$ cat src/rtl/core/pcmosc_pkg.sv
// Shared types, widths and constants for the PCM output sample converter.
// Depends on nothing; imported by the converter core and its port checker.
package pcmosc_pkg;

  localparam int unsigned SRC_COUNT       = 6;
  localparam int unsigned MAX_DEV         = 8;
  localparam int unsigned IN_W            = 24;
  localparam int unsigned INPUT_FRAC_BITS = 20;
  localparam int unsigned GAIN_FRAC_BITS  = 12;
  localparam int unsigned GAIN_W          = 16;
  localparam int unsigned SHIFT           = INPUT_FRAC_BITS + GAIN_FRAC_BITS;
  localparam int unsigned SUM_W           = IN_W + 3;
  localparam int unsigned MAG_W           = SUM_W;
  localparam int unsigned X_W             = MAG_W + GAIN_W;
  localparam int unsigned FULL_MAX_BITS   = 31;
  localparam int unsigned P_W             = X_W + FULL_MAX_BITS;
  localparam int unsigned DIV_STAGES      = 5;
  localparam int unsigned DIV_STEP        = 7;
  localparam int unsigned Q_W             = DIV_STAGES * DIV_STEP;
  localparam int unsigned V_W             = Q_W + 2;
  localparam int unsigned PCM_W           = 32;
  localparam int unsigned CH_W            = 3;
  localparam int unsigned DEV_W           = 4;
  localparam int unsigned SRCN_W          = 3;
  localparam int unsigned MODE_W          = 2;
  localparam int unsigned CFG_IDX_W       = 3;
  localparam int unsigned CFG_DATA_W      = 16;

  // Any quotient of 2^32 or more saturates alike, so the dividend is capped at 5 * 2^32.
  localparam logic [Q_W-1:0] Q_CLAMP = 35'h5_0000_0000;
  localparam logic [3:0]     DIVISOR = 4'd5;

  localparam logic [MODE_W-1:0] RST_MODE   = 2'd1;
  localparam logic [GAIN_W-1:0] RST_GAIN   = 16'd4096;
  localparam logic [SRCN_W-1:0] RST_SRC_CH = 3'd2;
  localparam logic [DEV_W-1:0]  RST_DEV_CH = 4'd2;

  typedef enum logic [CFG_IDX_W-1:0] {
    CFG_SAMPLE_BITS_MODE = 3'd0,
    CFG_PLAY_GAIN        = 3'd1,
    CFG_DOWNMIX_ENABLE   = 3'd2,
    CFG_DITHER_ENABLE    = 3'd3,
    CFG_SOURCE_CHANNELS  = 3'd4,
    CFG_DEVICE_CHANNELS  = 3'd5
  } cfg_index_e;

  typedef struct packed {
    logic [CH_W-1:0] ch;
    logic            last;
    logic            dith;
    logic            mix;
    logic            neg;
  } item_tag_t;

  function automatic logic [4:0] full_shift(input logic [MODE_W-1:0] mode);
    logic [4:0] k;
    case (mode)
      2'd0:    k = 5'd7;
      2'd1:    k = 5'd15;
      2'd2:    k = 5'd23;
      default: k = 5'd31;
    endcase
    return k;
  endfunction

  function automatic logic [PCM_W-1:0] full_scale(input logic [MODE_W-1:0] mode);
    return (PCM_W'(1) << full_shift(mode)) - PCM_W'(1);
  endfunction

endpackage

$ cat src/rtl/core/pcm_output_sample_converter.sv
// Top level of the PCM output sample converter: frame buffer, channel sequencer and pipeline.
// Depends on pcmosc_pkg for widths, register indexes and the full-scale helpers.
//
// A frame beat is held in a one-frame buffer and the sequencer issues one device channel per
// cycle from it while the output is not stalled, so a frame holds the input side until its
// last device channel issues and a frame with no device channels is taken without issuing.
// The next frame is accepted in the cycle its predecessor issues its last channel, giving one
// output beat per cycle sustained when not stalled. Each sample then passes nine register
// stages (sum, gain multiply, full-scale product, truncation and cap, five stages of divide by
// five at seven bits each) and is dithered and saturated on its way into the output register;
// the whole pipeline holds while the output register is full and not taken. The configuration
// port is always ready, and a register should be written only while no frame is in flight.
module pcm_output_sample_converter (
  input  logic                                clk_i,
  input  logic                                rst_ni,
  input  logic                                in_valid_i,
  output logic                                in_ready_o,
  input  logic signed [pcmosc_pkg::IN_W-1:0]  src_ch0_i,
  input  logic signed [pcmosc_pkg::IN_W-1:0]  src_ch1_i,
  input  logic signed [pcmosc_pkg::IN_W-1:0]  src_ch2_i,
  input  logic signed [pcmosc_pkg::IN_W-1:0]  src_ch3_i,
  input  logic signed [pcmosc_pkg::IN_W-1:0]  src_ch4_i,
  input  logic signed [pcmosc_pkg::IN_W-1:0]  src_ch5_i,
  input  logic [pcmosc_pkg::MAX_DEV-1:0]      dither_word_i,
  output logic                                out_valid_o,
  input  logic                                out_ready_i,
  output logic signed [pcmosc_pkg::PCM_W-1:0] pcm_sample_o,
  output logic [pcmosc_pkg::CH_W-1:0]         out_channel_o,
  output logic                                frame_last_o,
  input  logic                                cfg_valid_i,
  output logic                                cfg_ready_o,
  input  logic [pcmosc_pkg::CFG_IDX_W-1:0]    cfg_index_i,
  input  logic [pcmosc_pkg::CFG_DATA_W-1:0]   cfg_data_i
);
  import pcmosc_pkg::*;

  logic [MODE_W-1:0] mode_q;
  logic [GAIN_W-1:0] gain_q;
  logic              dmx_en_q;
  logic              dith_en_q;
  logic [SRCN_W-1:0] nsrc_q;
  logic [DEV_W-1:0]  ndev_q;

  logic [DEV_W-1:0]  ndev_eff;
  logic [SRCN_W-1:0] nsrc_eff;
  logic              mix;

  logic signed [IN_W-1:0] src_q [SRC_COUNT];
  logic [MAX_DEV-1:0]     dith_q;
  logic                   busy_q, busy_d;
  logic [CH_W-1:0]        ch_q, ch_d;
  logic [SRCN_W-1:0]      sidx_q, sidx_d;

  logic en, issue, is_last, issue_last, in_fire;

  logic signed [IN_W-1:0]  front, back;
  logic signed [SUM_W-1:0] sum_mix, sum_one;
  item_tag_t               tag_issue;

  logic                    s1_vld_q;
  logic signed [SUM_W-1:0] s1_m_q;
  item_tag_t               s1_tag_q;

  logic [MAG_W-1:0]        mag;
  logic                    s2_vld_q;
  logic [X_W-1:0]          s2_x_q;
  item_tag_t               s2_tag_q;

  logic                    s3_vld_q;
  logic [P_W-1:0]          s3_p_q;
  item_tag_t               s3_tag_q;

  logic [P_W-1:0]          y_full;
  logic [Q_W-1:0]          y_cap;

  logic                    dv_vld_q  [DIV_STAGES+1];
  logic [Q_W-1:0]          dv_w_q    [DIV_STAGES+1];
  logic [2:0]              dv_r_q    [DIV_STAGES+1];
  logic [Q_W-1:0]          dv_y_q    [DIV_STAGES+1];
  logic                    dv_frac_q [DIV_STAGES+1];
  item_tag_t               dv_tag_q  [DIV_STAGES+1];
  logic [Q_W-1:0]          nw [DIV_STAGES];
  logic [2:0]              nr [DIV_STAGES];
  logic [3:0]              div_t;

  item_tag_t               ft;
  logic [Q_W-1:0]          q;
  logic                    frac_all;
  logic signed [V_W-1:0]   qs, ds, v, v_sat, lim_hi, lim_lo;
  localparam logic signed [V_W-1:0] V_ONE = V_W'(1);

  logic                    out_vld_q;
  logic signed [PCM_W-1:0] pcm_q;
  logic [CH_W-1:0]         och_q;
  logic                    olast_q;

  assign cfg_ready_o = 1'b1;

  always_ff @(posedge clk_i or negedge rst_ni) begin
    if (!rst_ni) begin
      mode_q    <= RST_MODE;
      gain_q    <= RST_GAIN;
      dmx_en_q  <= 1'b0;
      dith_en_q <= 1'b0;
      nsrc_q    <= RST_SRC_CH;
      ndev_q    <= RST_DEV_CH;
    end else if (cfg_valid_i) begin
      unique case (cfg_index_e'(cfg_index_i))
        CFG_SAMPLE_BITS_MODE: mode_q    <= cfg_data_i[MODE_W-1:0];
        CFG_PLAY_GAIN:        gain_q    <= cfg_data_i[GAIN_W-1:0];
        CFG_DOWNMIX_ENABLE:   dmx_en_q  <= cfg_data_i[0];
        CFG_DITHER_ENABLE:    dith_en_q <= cfg_data_i[0];
        CFG_SOURCE_CHANNELS:  nsrc_q    <= cfg_data_i[SRCN_W-1:0];
        CFG_DEVICE_CHANNELS:  ndev_q    <= cfg_data_i[DEV_W-1:0];
        default: ;
      endcase
    end
  end

  always_comb begin
    ndev_eff = (ndev_q > DEV_W'(MAX_DEV)) ? DEV_W'(MAX_DEV) : ndev_q;
    if (nsrc_q == '0) begin
      nsrc_eff = SRCN_W'(1);
    end else if (nsrc_q > SRCN_W'(SRC_COUNT)) begin
      nsrc_eff = SRCN_W'(SRC_COUNT);
    end else begin
      nsrc_eff = nsrc_q;
    end
    mix = dmx_en_q && (nsrc_q == SRCN_W'(SRC_COUNT)) && (ndev_q == DEV_W'(2));
  end

  assign en         = !out_vld_q || out_ready_i;
  assign issue      = busy_q && en;
  assign is_last    = ({1'b0, ch_q} == (ndev_eff - DEV_W'(1)));
  assign issue_last = issue && is_last;
  assign in_ready_o = !busy_q || issue_last;
  assign in_fire    = in_valid_i && in_ready_o;

  always_comb begin
    busy_d = busy_q;
    ch_d   = ch_q;
    sidx_d = sidx_q;
    if (in_fire) begin
      busy_d = (ndev_eff != '0);
      ch_d   = '0;
      sidx_d = '0;
    end else if (issue) begin
      busy_d = !is_last;
      ch_d   = ch_q + CH_W'(1);
      sidx_d = (sidx_q == nsrc_eff - SRCN_W'(1)) ? '0 : sidx_q + SRCN_W'(1);
    end
  end

  always_ff @(posedge clk_i or negedge rst_ni) begin
    if (!rst_ni) begin
      busy_q <= 1'b0;
      ch_q   <= '0;
      sidx_q <= '0;
    end else begin
      busy_q <= busy_d;
      ch_q   <= ch_d;
      sidx_q <= sidx_d;
    end
  end

  always_ff @(posedge clk_i) begin
    if (in_fire) begin
      src_q[0] <= src_ch0_i;
      src_q[1] <= src_ch1_i;
      src_q[2] <= src_ch2_i;
      src_q[3] <= src_ch3_i;
      src_q[4] <= src_ch4_i;
      src_q[5] <= src_ch5_i;
      dith_q   <= dither_word_i;
    end
  end

  always_comb begin
    front   = ch_q[0] ? src_q[1] : src_q[0];
    back    = ch_q[0] ? src_q[5] : src_q[4];
    sum_one = {{(SUM_W-IN_W){src_q[sidx_q][IN_W-1]}}, src_q[sidx_q]};
    sum_mix = {{(SUM_W-IN_W){src_q[2][IN_W-1]}}, src_q[2]}
            + {{(SUM_W-IN_W){src_q[3][IN_W-1]}}, src_q[3]}
            + {{(SUM_W-IN_W-1){front[IN_W-1]}}, front, 1'b0}
            + {{(SUM_W-IN_W-1){back[IN_W-1]}}, back, 1'b0};
    tag_issue.ch   = ch_q;
    tag_issue.last = is_last;
    tag_issue.dith = dith_en_q && dith_q[ch_q];
    tag_issue.mix  = mix;
    tag_issue.neg  = mix ? sum_mix[SUM_W-1] : sum_one[SUM_W-1];
  end

  assign mag = s1_m_q[SUM_W-1] ? MAG_W'(-s1_m_q) : MAG_W'(s1_m_q);

  always_comb begin
    y_full = s3_p_q >> SHIFT;
    y_cap  = (y_full > P_W'(Q_CLAMP)) ? Q_CLAMP : y_full[Q_W-1:0];
  end

  always_comb begin
    div_t = '0;
    for (int j = 0; j < DIV_STAGES; j++) begin
      nw[j] = dv_w_q[j];
      nr[j] = dv_r_q[j];
      for (int b = 0; b < DIV_STEP; b++) begin
        div_t = {nr[j], nw[j][Q_W-1-j*DIV_STEP-b]};
        if (div_t >= DIVISOR) begin
          nw[j][Q_W-1-j*DIV_STEP-b] = 1'b1;
          nr[j] = 3'(div_t - DIVISOR);
        end else begin
          nw[j][Q_W-1-j*DIV_STEP-b] = 1'b0;
          nr[j] = div_t[2:0];
        end
      end
    end
  end

  always_comb begin
    ft       = dv_tag_q[DIV_STAGES];
    q        = ft.mix ? dv_w_q[DIV_STAGES] : dv_y_q[DIV_STAGES];
    frac_all = dv_frac_q[DIV_STAGES] || (ft.mix && (dv_r_q[DIV_STAGES] != '0));
    qs       = $signed({2'b00, q});
    ds       = $signed({{(V_W-1){1'b0}}, ft.dith});
    lim_hi   = $signed({{(V_W-PCM_W){1'b0}}, full_scale(mode_q)});
    lim_lo   = -lim_hi - V_ONE;
    if (ft.neg) begin
      v = -(qs + ds);
    end else if (q != '0) begin
      v = qs - ds;
    end else begin
      v = (ft.dith && !frac_all) ? -V_ONE : '0;
    end
    if (v > lim_hi) begin
      v_sat = lim_hi;
    end else if (v < lim_lo) begin
      v_sat = lim_lo;
    end else begin
      v_sat = v;
    end
  end

  always_ff @(posedge clk_i or negedge rst_ni) begin
    if (!rst_ni) begin
      s1_vld_q  <= 1'b0;
      s2_vld_q  <= 1'b0;
      s3_vld_q  <= 1'b0;
      out_vld_q <= 1'b0;
      for (int j = 0; j <= DIV_STAGES; j++) begin
        dv_vld_q[j] <= 1'b0;
      end
    end else if (en) begin
      s1_vld_q    <= issue;
      s2_vld_q    <= s1_vld_q;
      s3_vld_q    <= s2_vld_q;
      dv_vld_q[0] <= s3_vld_q;
      for (int j = 0; j < DIV_STAGES; j++) begin
        dv_vld_q[j+1] <= dv_vld_q[j];
      end
      out_vld_q   <= dv_vld_q[DIV_STAGES];
    end
  end

  always_ff @(posedge clk_i) begin
    if (en) begin
      s1_m_q       <= tag_issue.mix ? sum_mix : sum_one;
      s1_tag_q     <= tag_issue;
      s2_x_q       <= X_W'(mag) * X_W'(gain_q);
      s2_tag_q     <= s1_tag_q;
      s3_p_q       <= (P_W'(s2_x_q) << full_shift(mode_q)) - P_W'(s2_x_q);
      s3_tag_q     <= s2_tag_q;
      dv_w_q[0]    <= y_cap;
      dv_r_q[0]    <= '0;
      dv_y_q[0]    <= y_cap;
      dv_frac_q[0] <= (s3_p_q[SHIFT-1:0] != '0);
      dv_tag_q[0]  <= s3_tag_q;
      for (int j = 0; j < DIV_STAGES; j++) begin
        dv_w_q[j+1]    <= nw[j];
        dv_r_q[j+1]    <= nr[j];
        dv_y_q[j+1]    <= dv_y_q[j];
        dv_frac_q[j+1] <= dv_frac_q[j];
        dv_tag_q[j+1]  <= dv_tag_q[j];
      end
      pcm_q   <= v_sat[PCM_W-1:0];
      och_q   <= ft.ch;
      olast_q <= ft.last;
    end
  end

  assign out_valid_o   = out_vld_q;
  assign pcm_sample_o  = pcm_q;
  assign out_channel_o = och_q;
  assign frame_last_o  = olast_q;

endmodule

$ cat config.mk
export PLATFORM = sky130hd
export DESIGN_NAME = pcm_output_sample_converter
export DESIGN_NICKNAME = d
export VERILOG_FILES = /design/src/rtl/core/pcmosc_pkg.sv /design/src/rtl/core/pcm_output_sample_converter.sv
export SDC_FILE = /design/constraint.sdc
export NUM_CORES = 2
export LEC_CHECK = 0
export BUFFER_PORTS_ARGS = -buffer_cell sky130_fd_sc_hd__buf_2
export CAP_MARGIN = 15
export CELL_PAD_IN_SITES_DETAIL_PLACEMENT = 2
export CELL_PAD_IN_SITES_GLOBAL_PLACEMENT = 2
export CORE_ASPECT_RATIO = 1.75
export CORE_MARGIN = 4
export CORE_UTILIZATION = 40
export CTS_CLUSTER_SIZE = 40
export DETAILED_ROUTE_END_ITERATION = 7
export PLACE_DENSITY = 0.85
export SYNTH_ARGS = -nofsm -noshare
export SYNTH_HDL_FRONTEND = slang
export SYNTH_SLANG_ARGS = --single-unit
$ cat constraint.sdc
create_clock -name clk_i -period 13.7 [get_ports clk_i]
set_clock_uncertainty 0.1 [all_clocks]
set_input_delay 3.425 -clock clk_i [delete_from_list [all_inputs] [get_ports clk_i]]
set_output_delay 3.425 -clock clk_i [all_outputs]
set_load 0.01 [all_outputs]
==> flow_metrics.py <==
metrics = {
    "timing": {
        "tightest_slew_ns": 1.165,
        "max_slew_margin": 0.2197,
        "holdWs_ns": 0.3127,
        "fin_crit_sh": 0.7405,
        "rsz0062_at_grt": "false",
        "tns_ns": 0,
        "finalSetupViolCount": 0,
        "timing.final.ws_setup_ns": 3.556,
        "fmax_ghz": 0.09858,
        "hold_violations": 0,
        "finalCriticalPeriod_ns": 10.14,
        "drv_slew": 0,
    },
    "setup_path": {
        "cp_max_fo": 16,
        "startpoint": "s1_m_q[6]",
        "r2r_cells": 30,
        "max_stage_delay_ns": 0.58,
        "critical_path_required_ns": 14.04,
        "worstSetupEndpoint": "s2_x_q[41]",
        "r2r_setup_slack_ns": 3.56,
        "slowest_stage": "fa_1",
        "r2r_end": "s2_x_q[41]",
        "critical_path_class": "reg -> reg",
        "start_kind": "register",
        "worstPathArrival_ns": 10.49,
        "critical_path.most_common_cell": "fa_1",
        "cp-end-kind": "register",
        "timing.rr.start": "s1_m_q[6]",
    },
    "floorplan": {
        "pin_count": 215,
        "die_h_um": 494.6,
        "fp.coreArea_sq_mm": 0.1345,
        "initial_utilization": 0.4023,
        "row_count": 178,
        "die_w_um": 286.0,
        "dieArea_sq_mm": 0.1415,
    },
    "cts": {
        "clock_path_buffers": 3,
        "clock_sinks": 764,
        "clk_pin_slew_worst_paths_ns": 0.07,
        "post_cts_resized": 0,
        "cts_buffers": 77,
        "clkLatencyLatePin_ns": 0.71,
        "root_buffer": "clkbuf_16",
        "cts_hold_buffers": 0,
        "htree_levels": 3,
        "cts_tree": "yes",
        "cts_setup_buffers": 0,
    },
    "run": {
        "drv_cap": 0,
    },
    "routing": {
        "via_per_inst": 5.668,
        "routedWlPerCell_um": 27.72,
        "num_vias": 38372,
        "wl_um": 187700,
        "ant_nets": 0,
        "drtIter0Drc": 2075,
        "drcViolationCount": 0,
        "firstDrtPassIters": 5,
    },
    "status": {
        "status": "complete, no violations",
    },
    "logic_synthesis": {
        "synth.cell_area_sq_mm": 0.05411,
        "ys_types": 105,
        "async_reset_ff_frac": 0.05759,
        "ys_ff_latch": 764,
        "synth-edff-count": 720,
        "ys.warnings.count": 0,
        "postSynthNetCount": 5656,
        "ys_seq_area_frac": 0.4200,
        "synthFlopType": "edfxtp_1",
        "synth_area_per_cell_sq_um": 11.48,
        "synthCells": 4715,
    },
    "global_route": {
        "first_global_vias": 45977,
        "antenna_found_initial": 5,
        "grt_use_total": 0.2634,
        "grt-ovfl-total": 0,
        "grt_max_degree": 146,
        "grt_pass1_wl_um": 282300,
    },
    "placed_design": {
        "post-place-ws_ns": 3.667,
        "portBuffers": 213,
        "dp_hpwl_um": 137900,
        "dp_cells": 6628,
        "gp_congestion": 0.9444,
    },
    "cells_and_area": {
        "synthToLayoutAreaGrowth_pct": 10.74,
        "drive_gt1_frac": 0.1216,
        "stdcell_count": 6770,
        "final_common_cell": "edfxtp_1",
        "final_cell_mix": "720 x edfxtp_1, 590 x inv_1, 433 x nand2_1",
        "nets": 5848,
    },
    "worst_hold_path": {
        "hold_class": "reg -> reg",
    },
}
-- cells by family after synthesis --
| logic type | synth area share |
|---|---|
| AOI/OAI and AO/OA | 0.08761 |
| xor gates and xnor gates | 0.03949 |
| adders and majority gates | 0.2321 |
| buffers and inverters | 0.05277 |
| DFF | 0.4200 |
| muxes | 0.05584 |
| other | 0.00006930 |
| and+or+nand+nor | 0.1121 |
-- synth_stat cells, drive strengths merged, types with 7 or more instances --
| master | instances | area share |
|---|---|---|
| nor2b | 46 | 0.0053 |
| nor2 | 196 | 0.014 |
| nor3b | 7 | 0.00097 |
| o31ai | 23 | 0.0035 |
| a31o | 11 | 0.0018 |
| or3b | 8 | 0.0013 |
| nand4 | 29 | 0.0034 |
| xor2 | 55 | 0.0089 |
| and4 | 7 | 0.0011 |
| o21a | 22 | 0.0031 |
| nand3 | 34 | 0.0031 |
| a21boi | 13 | 0.0021 |
| fa | 398 | 0.15 |
| nand2b | 53 | 0.0062 |
| a21oi | 180 | 0.017 |
| o22ai | 18 | 0.0021 |
| o21bai | 25 | 0.0035 |
| ha | 367 | 0.085 |
| inv | 591 | 0.041 |
| mux2i | 129 | 0.024 |
| nor4 | 31 | 0.0036 |
| or4 | 11 | 0.0015 |
| a22o | 8 | 0.0013 |
| nand2 | 433 | 0.030 |
| edfxtp | 720 | 0.40 |
| nor3 | 54 | 0.0050 |
| a31oi | 14 | 0.0016 |
| nor4b | 9 | 0.0016 |
| a211oi | 40 | 0.0056 |
| buf | 27 | 0.0021 |
| or2 | 13 | 0.0015 |
| a211o | 13 | 0.0021 |
| clkbuf | 137 | 0.0095 |
| and2 | 224 | 0.026 |
| a21o | 79 | 0.011 |
| and3 | 16 | 0.0019 |
| o21ai | 164 | 0.016 |
| xnor2 | 189 | 0.031 |
| o211ai | 32 | 0.0047 |
| mux4 | 26 | 0.011 |
| mux2 | 101 | 0.021 |
| or3 | 22 | 0.0026 |
| dfrtp | 40 | 0.018 |
-- how the worst min path moves through the flow --
| stage | slack [ns] | depth (start not counted) | start | end |
|---|---|---|---|---|
| 2_1_floorplan | 0.30 | 0 | dv_frac_q[0] | dv_frac_q[1] |
| 3_3_place_gp | 0.30 | 0 | dv_y_q[2][24] | dv_y_q[3][24] |
| 3_5_place_dp | 0.31 | 0 | s3_tag_q[5] | dv_tag_q[0][5] |
| 4_1_cts | 0.32 | 0 | dv_w_q[2][24] | dv_w_q[3][24] |
| 5_1_grt | 0.32 | 0 | dv_tag_q[4][5] | dv_tag_q[5][5] |
| 6_report | 0.31 | 0 | dv_w_q[2][8] | dv_w_q[3][8] |
-- stage by stage --
step                instance area [sq um]  utilization
floorplan                           54110            -
global placement                    57410       0.4268
detailed placement                  57410       0.4268
CTS                                 59920       0.4454
global route                        59920       0.4454
finish                              59920       0.4455
-- state kept, by name, summed over array words and instances, names as in the netlist, 16 cells and up, named ones only --
signal,count
dv_w_q,172
src_q,144
dv_y_q,133
s3_p_q,74
s2_x_q,43
dv_tag_q,42
pcm_sample_o,31
s1_m_q,27
gain_q,16
-- final cells by class --
cell class                      instances  area (sq um)
Fill cell                           13778         74600
Multi-Input combinational cell       3194         28620
Sequential cell                       764         22730
Tap cell                             1800          2252
Inverter                              593          2230
Clock buffer                           90          2018
Timing Repair Buffer                  277          1572
Clock inverter                         50         490.5
Antenna cell                            2         5.005
-- worst max-delay path, delay by kind of cell, from the launching register on --
kind	cells	cell delay, ns
adders and majority gates	7	3.50
xor gates and xnor gates	2	0.31
and+or+nand+nor	10	2.87
AOI/OAI and AO/OA	7	2.16
buffers and inverters	4	0.49
DFF	1	0.44
-- metal layers --
metal	track usage	vias to the layer above	wire length [um]
met5	0	-	26
met4	0.2059	4	17650
met3	0.03855	751	6898
met2	0.5263	1294	105500
met1	0.2284	19751	57640
li1	-	16572	-
Power is left out: the tool's default activity adds up to more than one toggle a clock period on the data nets, which glitch-free logic cannot reach.
